File: src/hdl/cmap4_pkg.sv
`default_nettype none
package cmap4_pkg;
    localparam int unsigned CP_W   = 21;
    localparam int unsigned GID_W  = 16;
    localparam int unsigned LEN_W  = 17;
    localparam logic [15:0] CP_MAX = 16'hFFFF;
    localparam int unsigned HDR_W  = 14;

    localparam logic [1:0] REG_BASE    = 2'd0;
    localparam logic [1:0] REG_LENGTH  = 2'd1;
    localparam logic [1:0] REG_PRESENT = 2'd2;

    typedef enum logic [0:0] {
        ACT_WRITE  = 1'b0,
        ACT_LOOKUP = 1'b1
    } t_action;

    // queue entry between front and back
    typedef struct packed {
        t_action     action;
        logic [15:0] addr;
        logic [7:0]  data;
        logic [CP_W-1:0] cp;
    } t_cmd;

    typedef struct packed {
        logic [15:0] base;
        logic [LEN_W-1:0] length;
        logic        present;
    } t_cfg;

    typedef enum logic [3:0] {
        ST_IDLE,
        ST_WRITE,
        ST_RD_LEN,
        ST_RD_X2,
        ST_SRCH,
        ST_RD_END,
        ST_RD_START,
        ST_RD_DELTA,
        ST_RD_RANGE,
        ST_RD_GID,
        ST_DONE
    } t_state;
endpackage
`default_nettype wire

File: src/hdl/cmap4_front.sv
`default_nettype none
module cmap4_front
    import cmap4_pkg::*;
(
    input  wire        i_clk,
    input  wire        i_rst_n,
    input  wire        i_push,
    output logic       o_full,
    input  wire t_cmd  i_cmd,
    output logic       o_valid,
    input  wire        i_take,
    output t_cmd       o_cmd
);
    // two-entry queue between the input side and the sequencer
    t_cmd       r_q [2];
    logic       r_wp, r_rp;
    logic [1:0] r_cnt;
    logic       w_in, w_out;

    assign o_full  = (r_cnt == 2'd2);
    assign o_valid = (r_cnt != 2'd0);
    assign o_cmd   = r_q[r_rp];
    assign w_in    = i_push && !o_full;
    assign w_out   = i_take && o_valid;

    always_ff @(posedge i_clk) begin
        if (!i_rst_n) begin
            r_wp  <= 1'b0;
            r_rp  <= 1'b0;
            r_cnt <= 2'd0;
        end else begin
            if (w_in) r_wp <= ~r_wp;
            if (w_out) r_rp <= ~r_rp;
            r_cnt <= r_cnt + {1'b0, w_in} - {1'b0, w_out};
        end
    end

    always_ff @(posedge i_clk) begin
        if (w_in) r_q[r_wp] <= i_cmd;
    end
endmodule
`default_nettype wire

File: config.mk
export PLATFORM = sky130hd
export DESIGN_NAME = cmap4_front
export DESIGN_NICKNAME = d
export VERILOG_FILES = /design/src/hdl/cmap4_pkg.sv /design/src/hdl/cmap4_front.sv
export SDC_FILE = /design/constraint.sdc
export NUM_CORES = 1
export LEC_CHECK = 0
export ABC_CLOCK_PERIOD_IN_PS = 3500
export BUFFER_PORTS_ARGS = -buffer_cell sky130_fd_sc_hd__buf_2
export CAP_MARGIN = 20
export CORE_ASPECT_RATIO = 1.4
export CORE_MARGIN = 8
export CORE_UTILIZATION = 35
export DETAILED_ROUTE_END_ITERATION = 16
export GPL_TIMING_DRIVEN = 0
export PLACE_DENSITY = 0.67
export SLEW_MARGIN = 10
export SYNTH_ARGS = -nofsm -noshare
export SYNTH_HDL_FRONTEND = slang
export SYNTH_SLANG_ARGS = --single-unit
File: constraint.sdc
create_clock -name i_clk -period 3.5 [get_ports i_clk]
set_clock_uncertainty 0.05 [all_clocks]
set_input_delay 0.175 -clock i_clk [delete_from_list [all_inputs] [get_ports i_clk]]
set_output_delay 0.175 -clock i_clk [all_outputs]
set_load 0.005 [all_outputs]
==> impl_results.md, run 1 <==
- First-pass GRT wire length: 11700 um
- Total congestion overflow: 0
- Count of different cell masters after synthesis: 18
- Clock slew at reported path FFs: 0.06 ns
- RSZ-0062 raised after global routing: false
- Crit path max fanout: 25
- Total CTS buffers: 9
- Fillers: 897
- Slew @ Worst Pin: 0.705 ns
- CTS tree: done
- Global placer's final weighted congestion: 0.642
- Minimum hold slack: 0.0646 ns
- Chip height: 139 um
- Tightest Hold Check Type: input port to flip-flop
- Cells after Synth: 169
- Crit path DAT: 1.90 ns
- Largest net degree at the start of global routing: 26
- Final HPWL DP: 4770 um
- # resized after CTS: 0
- Reg power frac: 44.2%
- Commonest non-fill, non-tap cell in the layout: buf_2
- CP endpoint kind: flip-flop
- DR vias: 1984
- Rows: 45
- Final Slew Violations: 0
- Sw Share: 23.6%
- Antenna cells: 0
- Critical Setup Path Class: flip-flop to flip-flop
- Vias in the first global route: 2368
- Switching power: 805 uW
- Worst skew pair latency: 0.33 ns
- Final instance area: 5230 sq um
- Fmax: 520 MHz
- WP data required: 3.48 ns
- Outcome: finished, final reports clean
- Vias per std cell: 4.22
- Setup Buffers After CTS: 0
- WL/cell: 15.0 um
- Setup WS post-layout: 1.58 ns
- CTS H-Tree Depth: 3
- Share of layout cells above drive strength 1: 49.8%
- Setup violations, final: 0
- CTS root buffer: clkbuf_16
- Logic pwr share: 27.0%
- Worst path cell trace: nand2b_1 -> nand2_1 -> nor2_4 -> buf_12
- Max Cap Viol: 0
- DR iter-0 viols: 38
- Pwr/cell area: 652 nW/um^2
- Final hold violation count: 0
- Most frequent cells in the layout: 97 x buf_2, 92 x edfxtp_1, 46 x dlygate4sd3_1
- Clock power frac: 28.8%
- Clk buf depth: 2
- Startpoint types: flip-flop
- YS warnings: 0
- Initial antenna violation count: 0
- Post-DRT Antenna Nets: 0
- Leakage: 0.00207 uW
- Sequential area share after synthesis: 76.2%
- Hold Buf Count CTS: 46
- CTS Sinks: 97
- Initial Utilization: 35.3%
- Critical Path Max Stage Delay: 0.58 ns
- Relative slew margins: 52.9%
- First-pass iteration count of the detailed router: 4
- Synthesized flop and latch total: 97
- DRC: 0
- Pint: 2610 uW
- Net Count, Synth: 221
- IO Pins: 98
- Worst path slowest cell: nor2_4
- Synth Area per Inst: 22.2 sq um
- VDD IR max: 0.000358 V
- I/O Buffers: 97
- Placed insts: 409
- Post-DP Area: 4470 sq um
- Die X: 104 um
- Total power: 3410 uW
- Non-filler cells, final: 470
- Post-Syn Area: 3760 sq um
- Core area: 10600 sq um
- Final worst-path cycle share: 55.0%
- Die area: 14300 sq um
- Gr usage total: 10.4%
- Post-route minimum period: 1.92 ns
- Area Growth Syn to Fin: 39.2%
- Final WL: 7050 um
- Pre-CTS WS: 1.56 ns
- Nets: 377
cells by family after synthesis:
family / Yosys count / synth area share, %
flops: 97 / 76.2
mux: 47 / 18.1
simple gates: 11 / 1.43
compound gates: 1 / 0.200
xor+xnor: 3 / 0.700
buf+inv: 8 / 2.73
fa+ha+maj: 2 / 0.666
layer usage:
layer | wire length [um] | part of all wire (%) | track usage [%] | vias to the layer above
met5 | 0 | 0 | 0 | -
met4 | 161 | 2.3 | 5.82 | 0
met3 | 353 | 5.0 | 3.26 | 11
met2 | 3710 | 53 | 18.2 | 58
met1 | 2830 | 40 | 10.7 | 951
li1 | - | - | - | 964
synthesized netlist by cell type, drive strengths merged:
cell,instances,area [sq um]
edfxtp,92,2760
mux2,46,668
buf,5,91.3
dfxtp,5,100
nor2,4,15.0
inv,3,11.3
ha,2,25.0
nand2,2,7.51
nand2b,2,12.5
xnor2,2,17.5
and2,1,6.26
and3,1,6.26
mux2i,1,10.0
o21a,1,7.51
or2,1,6.26
xor2,1,8.76
state kept, by name, indices dropped and copies added, names as in the netlist, named ones only:
name,count
r_q,92
r_cnt,2
r_rp,1
r_wp,1
final timing paths:
kind                          end  slack, ns  cells past startpoint                 from
max          r_q[0][42]$_DFFE_PP_       1.58                      4  r_cnt[0]$_SDFF_PN0_
min           r_cnt[0]$_SDFF_PN0_       0.06                      2              i_rst_n
max reg2reg  r_q[0][42]$_DFFE_PP_       1.58                      4  r_cnt[0]$_SDFF_PN0_
min reg2reg     r_rp$_SDFFE_PN0P_       0.49                      2    r_rp$_SDFFE_PN0P_
metrics by stage:
step | setup TNS (ns) | util [%]
after floorplan | 0 | -
after global placement | -32.36 | 41.5
after CTS | 0 | 49.1
final | 0 | 49.1
after global routing | 0 | 49.1
after detailed placement | 0 | 42.0
layout make-up:
| cell class | count | area [sq um] | area share, % |
|---|---|---|---|
| sequential | 97 | 2860 | 54.8 |
| inverter | 3 | 11.3 | 0.215 |
| tap | 141 | 176 | 3.37 |
| timing repair buffer | 145 | 986 | 18.9 |
| clock buffer | 10 | 229 | 4.38 |
| multi-input combinational | 64 | 800 | 15.3 |
| buffer | 5 | 91.3 | 1.75 |
| clock inverter | 5 | 71.3 | 1.36 |
worst max-delay path: cells and delay by family (launching register included):
kind	cells	cell delay (ns)
buffers and inverters	1	0.28
flip-flops	1	0.36
AND/OR/NAND/NOR	3	0.92
power by group through the flow:
stage	combinational [uW]	clock [uW]	sequential, uW
after floorplan	580	0	1520
after global placement	861	0	1540
after detailed placement	904	0	1530
after CTS	949	1010	1510
after global routing	1010	1050	1520
final	922	981	1510
Power figures use the tool's default switching activity.
==> inputs of run 2 (changes only) <==
--- a/config.mk
+++ b/config.mk
@@ -5,7 +5,7 @@
 export SDC_FILE = /design/constraint.sdc
 export NUM_CORES = 1
 export LEC_CHECK = 0
-export ABC_CLOCK_PERIOD_IN_PS = 3500
+export ABC_CLOCK_PERIOD_IN_PS = 1800
 export BUFFER_PORTS_ARGS = -buffer_cell sky130_fd_sc_hd__buf_2
 export CAP_MARGIN = 20
 export CORE_ASPECT_RATIO = 1.4
==> constraint.sdc (replaced) <==
create_clock -name i_clk -period 1.8 [get_ports i_clk]
set_clock_uncertainty 0.05 [all_clocks]
set_input_delay 0.09 -clock i_clk [delete_from_list [all_inputs] [get_ports i_clk]]
set_output_delay 0.09 -clock i_clk [all_outputs]
set_load 0.005 [all_outputs]
==> impl_results.md, run 2 (synthesis results as in run 1) <==
- Post-DP Area: 4480 sq um
- Final hold violation count: 0
- Core area: 10600 sq um
- Initial Utilization: 35.3%
- Setup WS post-layout: 0.149 ns
- VDD IR max: 0.000821 V
- CTS tree: done
- Largest net degree at the start of global routing: 47
- CP most frequent cell: ha_1
- Die X: 104 um
- Non-filler cells, final: 475
- Final instance area: 5310 sq um
- Rows: 45
- CTS Sinks: 97
- Reg2reg start: r_cnt[0]$_SDFF_PN0_
- Crit path DAT: 1.83 ns
- Max Cap Viol: 0
- Final Slew Violations: 0
- Setup violations, final: 0
- Share of layout cells above drive strength 1: 51.8%
- Largest Register: r_q
- RSZ-0062 raised after global routing: false
- Pre-CTS WS: -0.201 ns
- First-pass GRT wire length: 11600 um
- Tightest Hold Check Type: input port to flip-flop
- Global placer's final weighted congestion: 0.643
- WL/cell: 15.4 um
- Final Util: 49.9%
- Worst path cell trace: nand2b_4 -> nand2_2 -> ha_1 -> inv_1 -> ha_1 -> xor2_1 -> xnor2_1 -> nor2_1
- CTS root buffer: clkbuf_16
- Critical Path Max Stage Delay: 0.36 ns
- Vias per std cell: 4.26
- Gr usage total: 10.4%
- CTS H-Tree Depth: 3
- Worst path top cell family by delay: adder cells
- R2R setup slack: 0.15 ns
- WP data required: 1.98 ns
- Nets: 381
- Crit path buf inv count: 1
- Slew @ Worst Pin: 0.669 ns
- IO Pins: 98
- Clock slew at reported path FFs: 0.06 ns
- Vias in the first global route: 2272
- Startpoint types: flip-flop
- DR iter-0 viols: 69
- Area Growth Syn to Fin: 41.3%
- Worst skew pair latency: 0.33 ns
- Crit path max fanout: 4
- Outcome: finished, final reports clean
- Final WL: 7300 um
- Relative slew margins: 55.4%
- DRC: 0
- Pwr/cell area: 1280 nW/um^2
- Worst path slowest cell: dfxtp_1
- Antenna cells: 0
- First-pass iteration count of the detailed router: 4
- Chip height: 139 um
- Fmax: 606 MHz
- Commonest non-fill, non-tap cell in the layout: buf_2
- Largest regs: r_q: 92 flops, r_cnt: 2 flops
- Post-DRT Antenna Nets: 0
- Final worst-path cycle share: 91.7%
- Hold path startpoint: i_push
- Leakage: 0.00211 uW
- Critical Setup Path Class: flip-flop to flip-flop
- DR vias: 2022
- Largest register FFs: 92
- Post-route minimum period: 1.65 ns
- Worst setup path startpoint: r_cnt[0]$_SDFF_PN0_
- CP endpoint kind: flip-flop
- Initial antenna violation count: 0
- I/O Buffers: 97
- Most frequent cells in the layout: 97 x buf_2, 92 x edfxtp_1, 47 x dlygate4sd3_1
- Total congestion overflow: 0
- Die area: 14300 sq um
- Clk buf depth: 2
- Placed insts: 409
- Final HPWL DP: 4840 um
- Total CTS buffers: 9
## run 2: worst min-delay path: stages
cell     delay (ns)
buf_2          0.11
nand2_2        0.11
mux2i_1        0.09
## run 2: final cells by class
type / count / area [sq um]
timing repair buffer: 149 / 1030
sequential: 97 / 2860
multi-input combinational: 64 / 813
fill: 890 / 5330
clock inverter: 7 / 93.8
buffer: 5 / 91.3
clock buffer: 9 / 225
tap: 141 / 176
inverter: 3 / 11.3
## run 2: per-stage QoR
step | TNS (ns) | hold WS, ns | power (uW)
after floorplan | 0 | 0.139 | 4090
after global placement | -25.51 | 0.228 | 4650
after detailed placement | -9.09 | 0.233 | 4770
after CTS | 0 | 0.0533 | 6870
after global routing | 0 | 0.0721 | 7120
final | 0 | 0.0631 | 6800
## run 2: per-layer routing
layer	vias to the layer above	GRT usage [%]	routed length, um
met5	-	0	0
met2	54	18.7	4040
met1	985	10.5	2810
met3	9	3.58	325
li1	974	-	-
met4	0	5.12	136
## run 2: power by group
part	internal (uW)	switching, uW	leakage, uW
logic	1100	771	0.00106
registers	2840	94.2	0.000901
clock network	1220	787	0.000153
## run 2: repair_timing
action / 4_1_cts / 5_1_grt
gates resized for setup: 2 / 1
buffers inserted: 0 / 3
hold buffers: 47 / 0
setup endpoints to repair: 46 / 34
pin swaps: 0 / 1
endpoints found under the hold margin: 97 / 0
## run 2: worst paths after layout
| check | depth (start not counted) | to |
|---|---|---|
| worst min-delay path | 3 | r_wp$_SDFFE_PN0N_ |
| worst min register to register | 2 | flip-flop |
| worst max register to register | 8 | r_cnt[1]$_SDFF_PN0_ |
| worst max-delay path | 8 | r_cnt[1]$_SDFF_PN0_ |
==> inputs of run 3 (changes only) <==
--- a/config.mk
+++ b/config.mk
@@ -10,10 +10,10 @@
 export CAP_MARGIN = 20
 export CORE_ASPECT_RATIO = 1.4
 export CORE_MARGIN = 8
-export CORE_UTILIZATION = 35
+export CORE_UTILIZATION = 50
 export DETAILED_ROUTE_END_ITERATION = 16
 export GPL_TIMING_DRIVEN = 0
-export PLACE_DENSITY = 0.67
+export PLACE_DENSITY = 0.86
 export SLEW_MARGIN = 10
 export SYNTH_ARGS = -nofsm -noshare
 export SYNTH_HDL_FRONTEND = slang
==> impl_results.md, run 3 (synthesis results as in run 1) <==
- Final HPWL DP: 4470 um
- Nets: 379
- R2R setup slack: 0.13 ns
- Worst skew pair latency: 0.35 ns
- Crit path DAT: 1.87 ns
- Largest net degree at the start of global routing: 47
- Crit path buf inv count: 1
- DR iter-0 viols: 69
- Startpoint types: flip-flop
- Final hold violation count: 0
- Rows: 37
- Minimum hold slack: 0.0627 ns
- Die area: 10600 sq um
- Sw Share: 24.7%
- Worst path top cell family by delay: adder cells
- Vias per std cell: 4.79
- Tightest Hold Check Type: input port to flip-flop
- First-pass GRT wire length: 10800 um
- CP endpoint kind: flip-flop
- Leakage: 0.00203 uW
- Crit path max fanout: 4
- I/O Buffers: 97
- Share of layout cells above drive strength 1: 50.9%
- Fmax: 598 MHz
- Pwr/cell area: 1190 nW/um^2
- Non-filler cells, final: 429
- Outcome: finished, final reports clean
- CTS Sinks: 97
- Total power: 6090 uW
- Clock power frac: 22.1%
- Setup violations, final: 0
- Largest regs: r_q: 92 flops, r_cnt: 2 flops
- Slew @ Worst Pin: 0.716 ns
- Worst path cell trace: nand2b_4 -> nand2_2 -> ha_1 -> inv_1 -> ha_1 -> xor2_1 -> xnor2_1 -> nor2_1
- WP data required: 2.00 ns
- Worst path slowest cell: dfxtp_1
- Vias in the first global route: 2245
- Gr usage total: 13.9%
- Core area: 7310 sq um
- DRC: 0
- Total congestion overflow: 0
- Clk buf depth: 2
- VDD IR max: 0.000731 V
- Final worst-path cycle share: 93.0%
- Switching power: 1510 uW
- Clock slew at reported path FFs: 0.08 ns
- DR vias: 2054
- Chip height: 119 um
- CTS H-Tree Depth: 3
- Most frequent cells in the layout: 97 x buf_2, 92 x edfxtp_1, 47 x dlygate4sd3_1
- Initial antenna violation count: 0
- Area Growth Syn to Fin: 35.8%
- Largest register FFs: 92
- Final Slew Violations: 0
- Largest Register: r_q
- Post-DRT Antenna Nets: 0
- Initial Utilization: 51.4%
- Post-route minimum period: 1.67 ns
- CTS tree: done
- Logic pwr share: 29.7%
- Final WL: 7120 um
- Pre-CTS WS: -0.170 ns
- Critical Path Max Stage Delay: 0.38 ns
- IO Pins: 98
- Antenna cells: 0
- Relative slew margins: 52.2%
- Setup WS post-layout: 0.127 ns
- CP most frequent cell: ha_1
- Placed insts: 364
- Die X: 89.3 um
- Global placer's final weighted congestion: 0.662
- Reg power frac: 48.2%
- Fillers: 477
- Pint: 4580 uW
- CTS root buffer: clkbuf_8
- WL/cell: 16.6 um
- First-pass iteration count of the detailed router: 4
- Total CTS buffers: 9
- Max Cap Viol: 0
- Commonest non-fill, non-tap cell in the layout: buf_2
- Critical Setup Path Class: flip-flop to flip-flop
==> run 3: path summary, 6_finish.rpt <==
| check | to | cells after the start | start |
|---|---|---|---|
| hold reg to reg | flip-flop | 2 | r_rp$_SDFFE_PN0P_ |
| setup reg to reg | r_cnt[1]$_SDFF_PN0_ | 8 | r_cnt[0]$_SDFF_PN0_ |
| hold / removal | r_wp$_SDFFE_PN0N_ | 3 | i_push |
| setup / recovery | r_cnt[1]$_SDFF_PN0_ | 8 | r_cnt[0]$_SDFF_PN0_ |
==> run 3: cell type report <==
class	count	area, sq um	share of cell area (%)
clock buffer	13	149	2.92
buffer	5	91.3	1.79
inverter	3	11.3	0.221
multi-input combinational	65	820	16.1
tap	97	121	2.38
sequential	97	2860	56.1
timing repair buffer	146	1000	19.7
clock inverter	3	42.5	0.834
==> run 3: timing repair <==
action | 4_1_cts | 5_1_grt
pin swaps | 1 | 0
hold endpoints to repair | 97 | 0
gates cloned | 1 | 0
gates resized for setup | 1 | 2
hold buffers | 47 | 0
setup buffers | 1 | 0
endpoints found under the setup margin | 86 | 13
==> run 3: layer usage <==
metal | global-route usage (%) | share of wire, %
met4 | 9.20 | 2.8
met2 | 25.7 | 57
met5 | 0 | 0
met3 | 2.50 | 5.1
met1 | 13.0 | 35
==> run 3: per-stage QoR <==
stage	cell area (sq um)	TNS, ns	util (%)
after detailed placement	4400	-10.05	60.1
final	5100	0	69.7
after floorplan	3760	0	-
after global routing	5100	-0.00397	69.7
after CTS	5090	-0.0539	69.6
after global placement	4370	-19.78	59.8
==> run 3: worst min-delay path: stages <==
cell and delay (ns):
buf_2 0.11, nand2_2 0.13, mux2i_1 0.09
==> run 3: power by group through the flow <==
| stage | clock (uW) | sequential [uW] | combinational, uW |
|---|---|---|---|
| floorplan | 0 | 2950 | 1130 |
| global placement | 0 | 2960 | 1650 |
| detailed placement | 0 | 2990 | 1710 |
| CTS | 1390 | 2930 | 1840 |
| global route | 1460 | 2960 | 1950 |
| finish | 1340 | 2940 | 1810 |
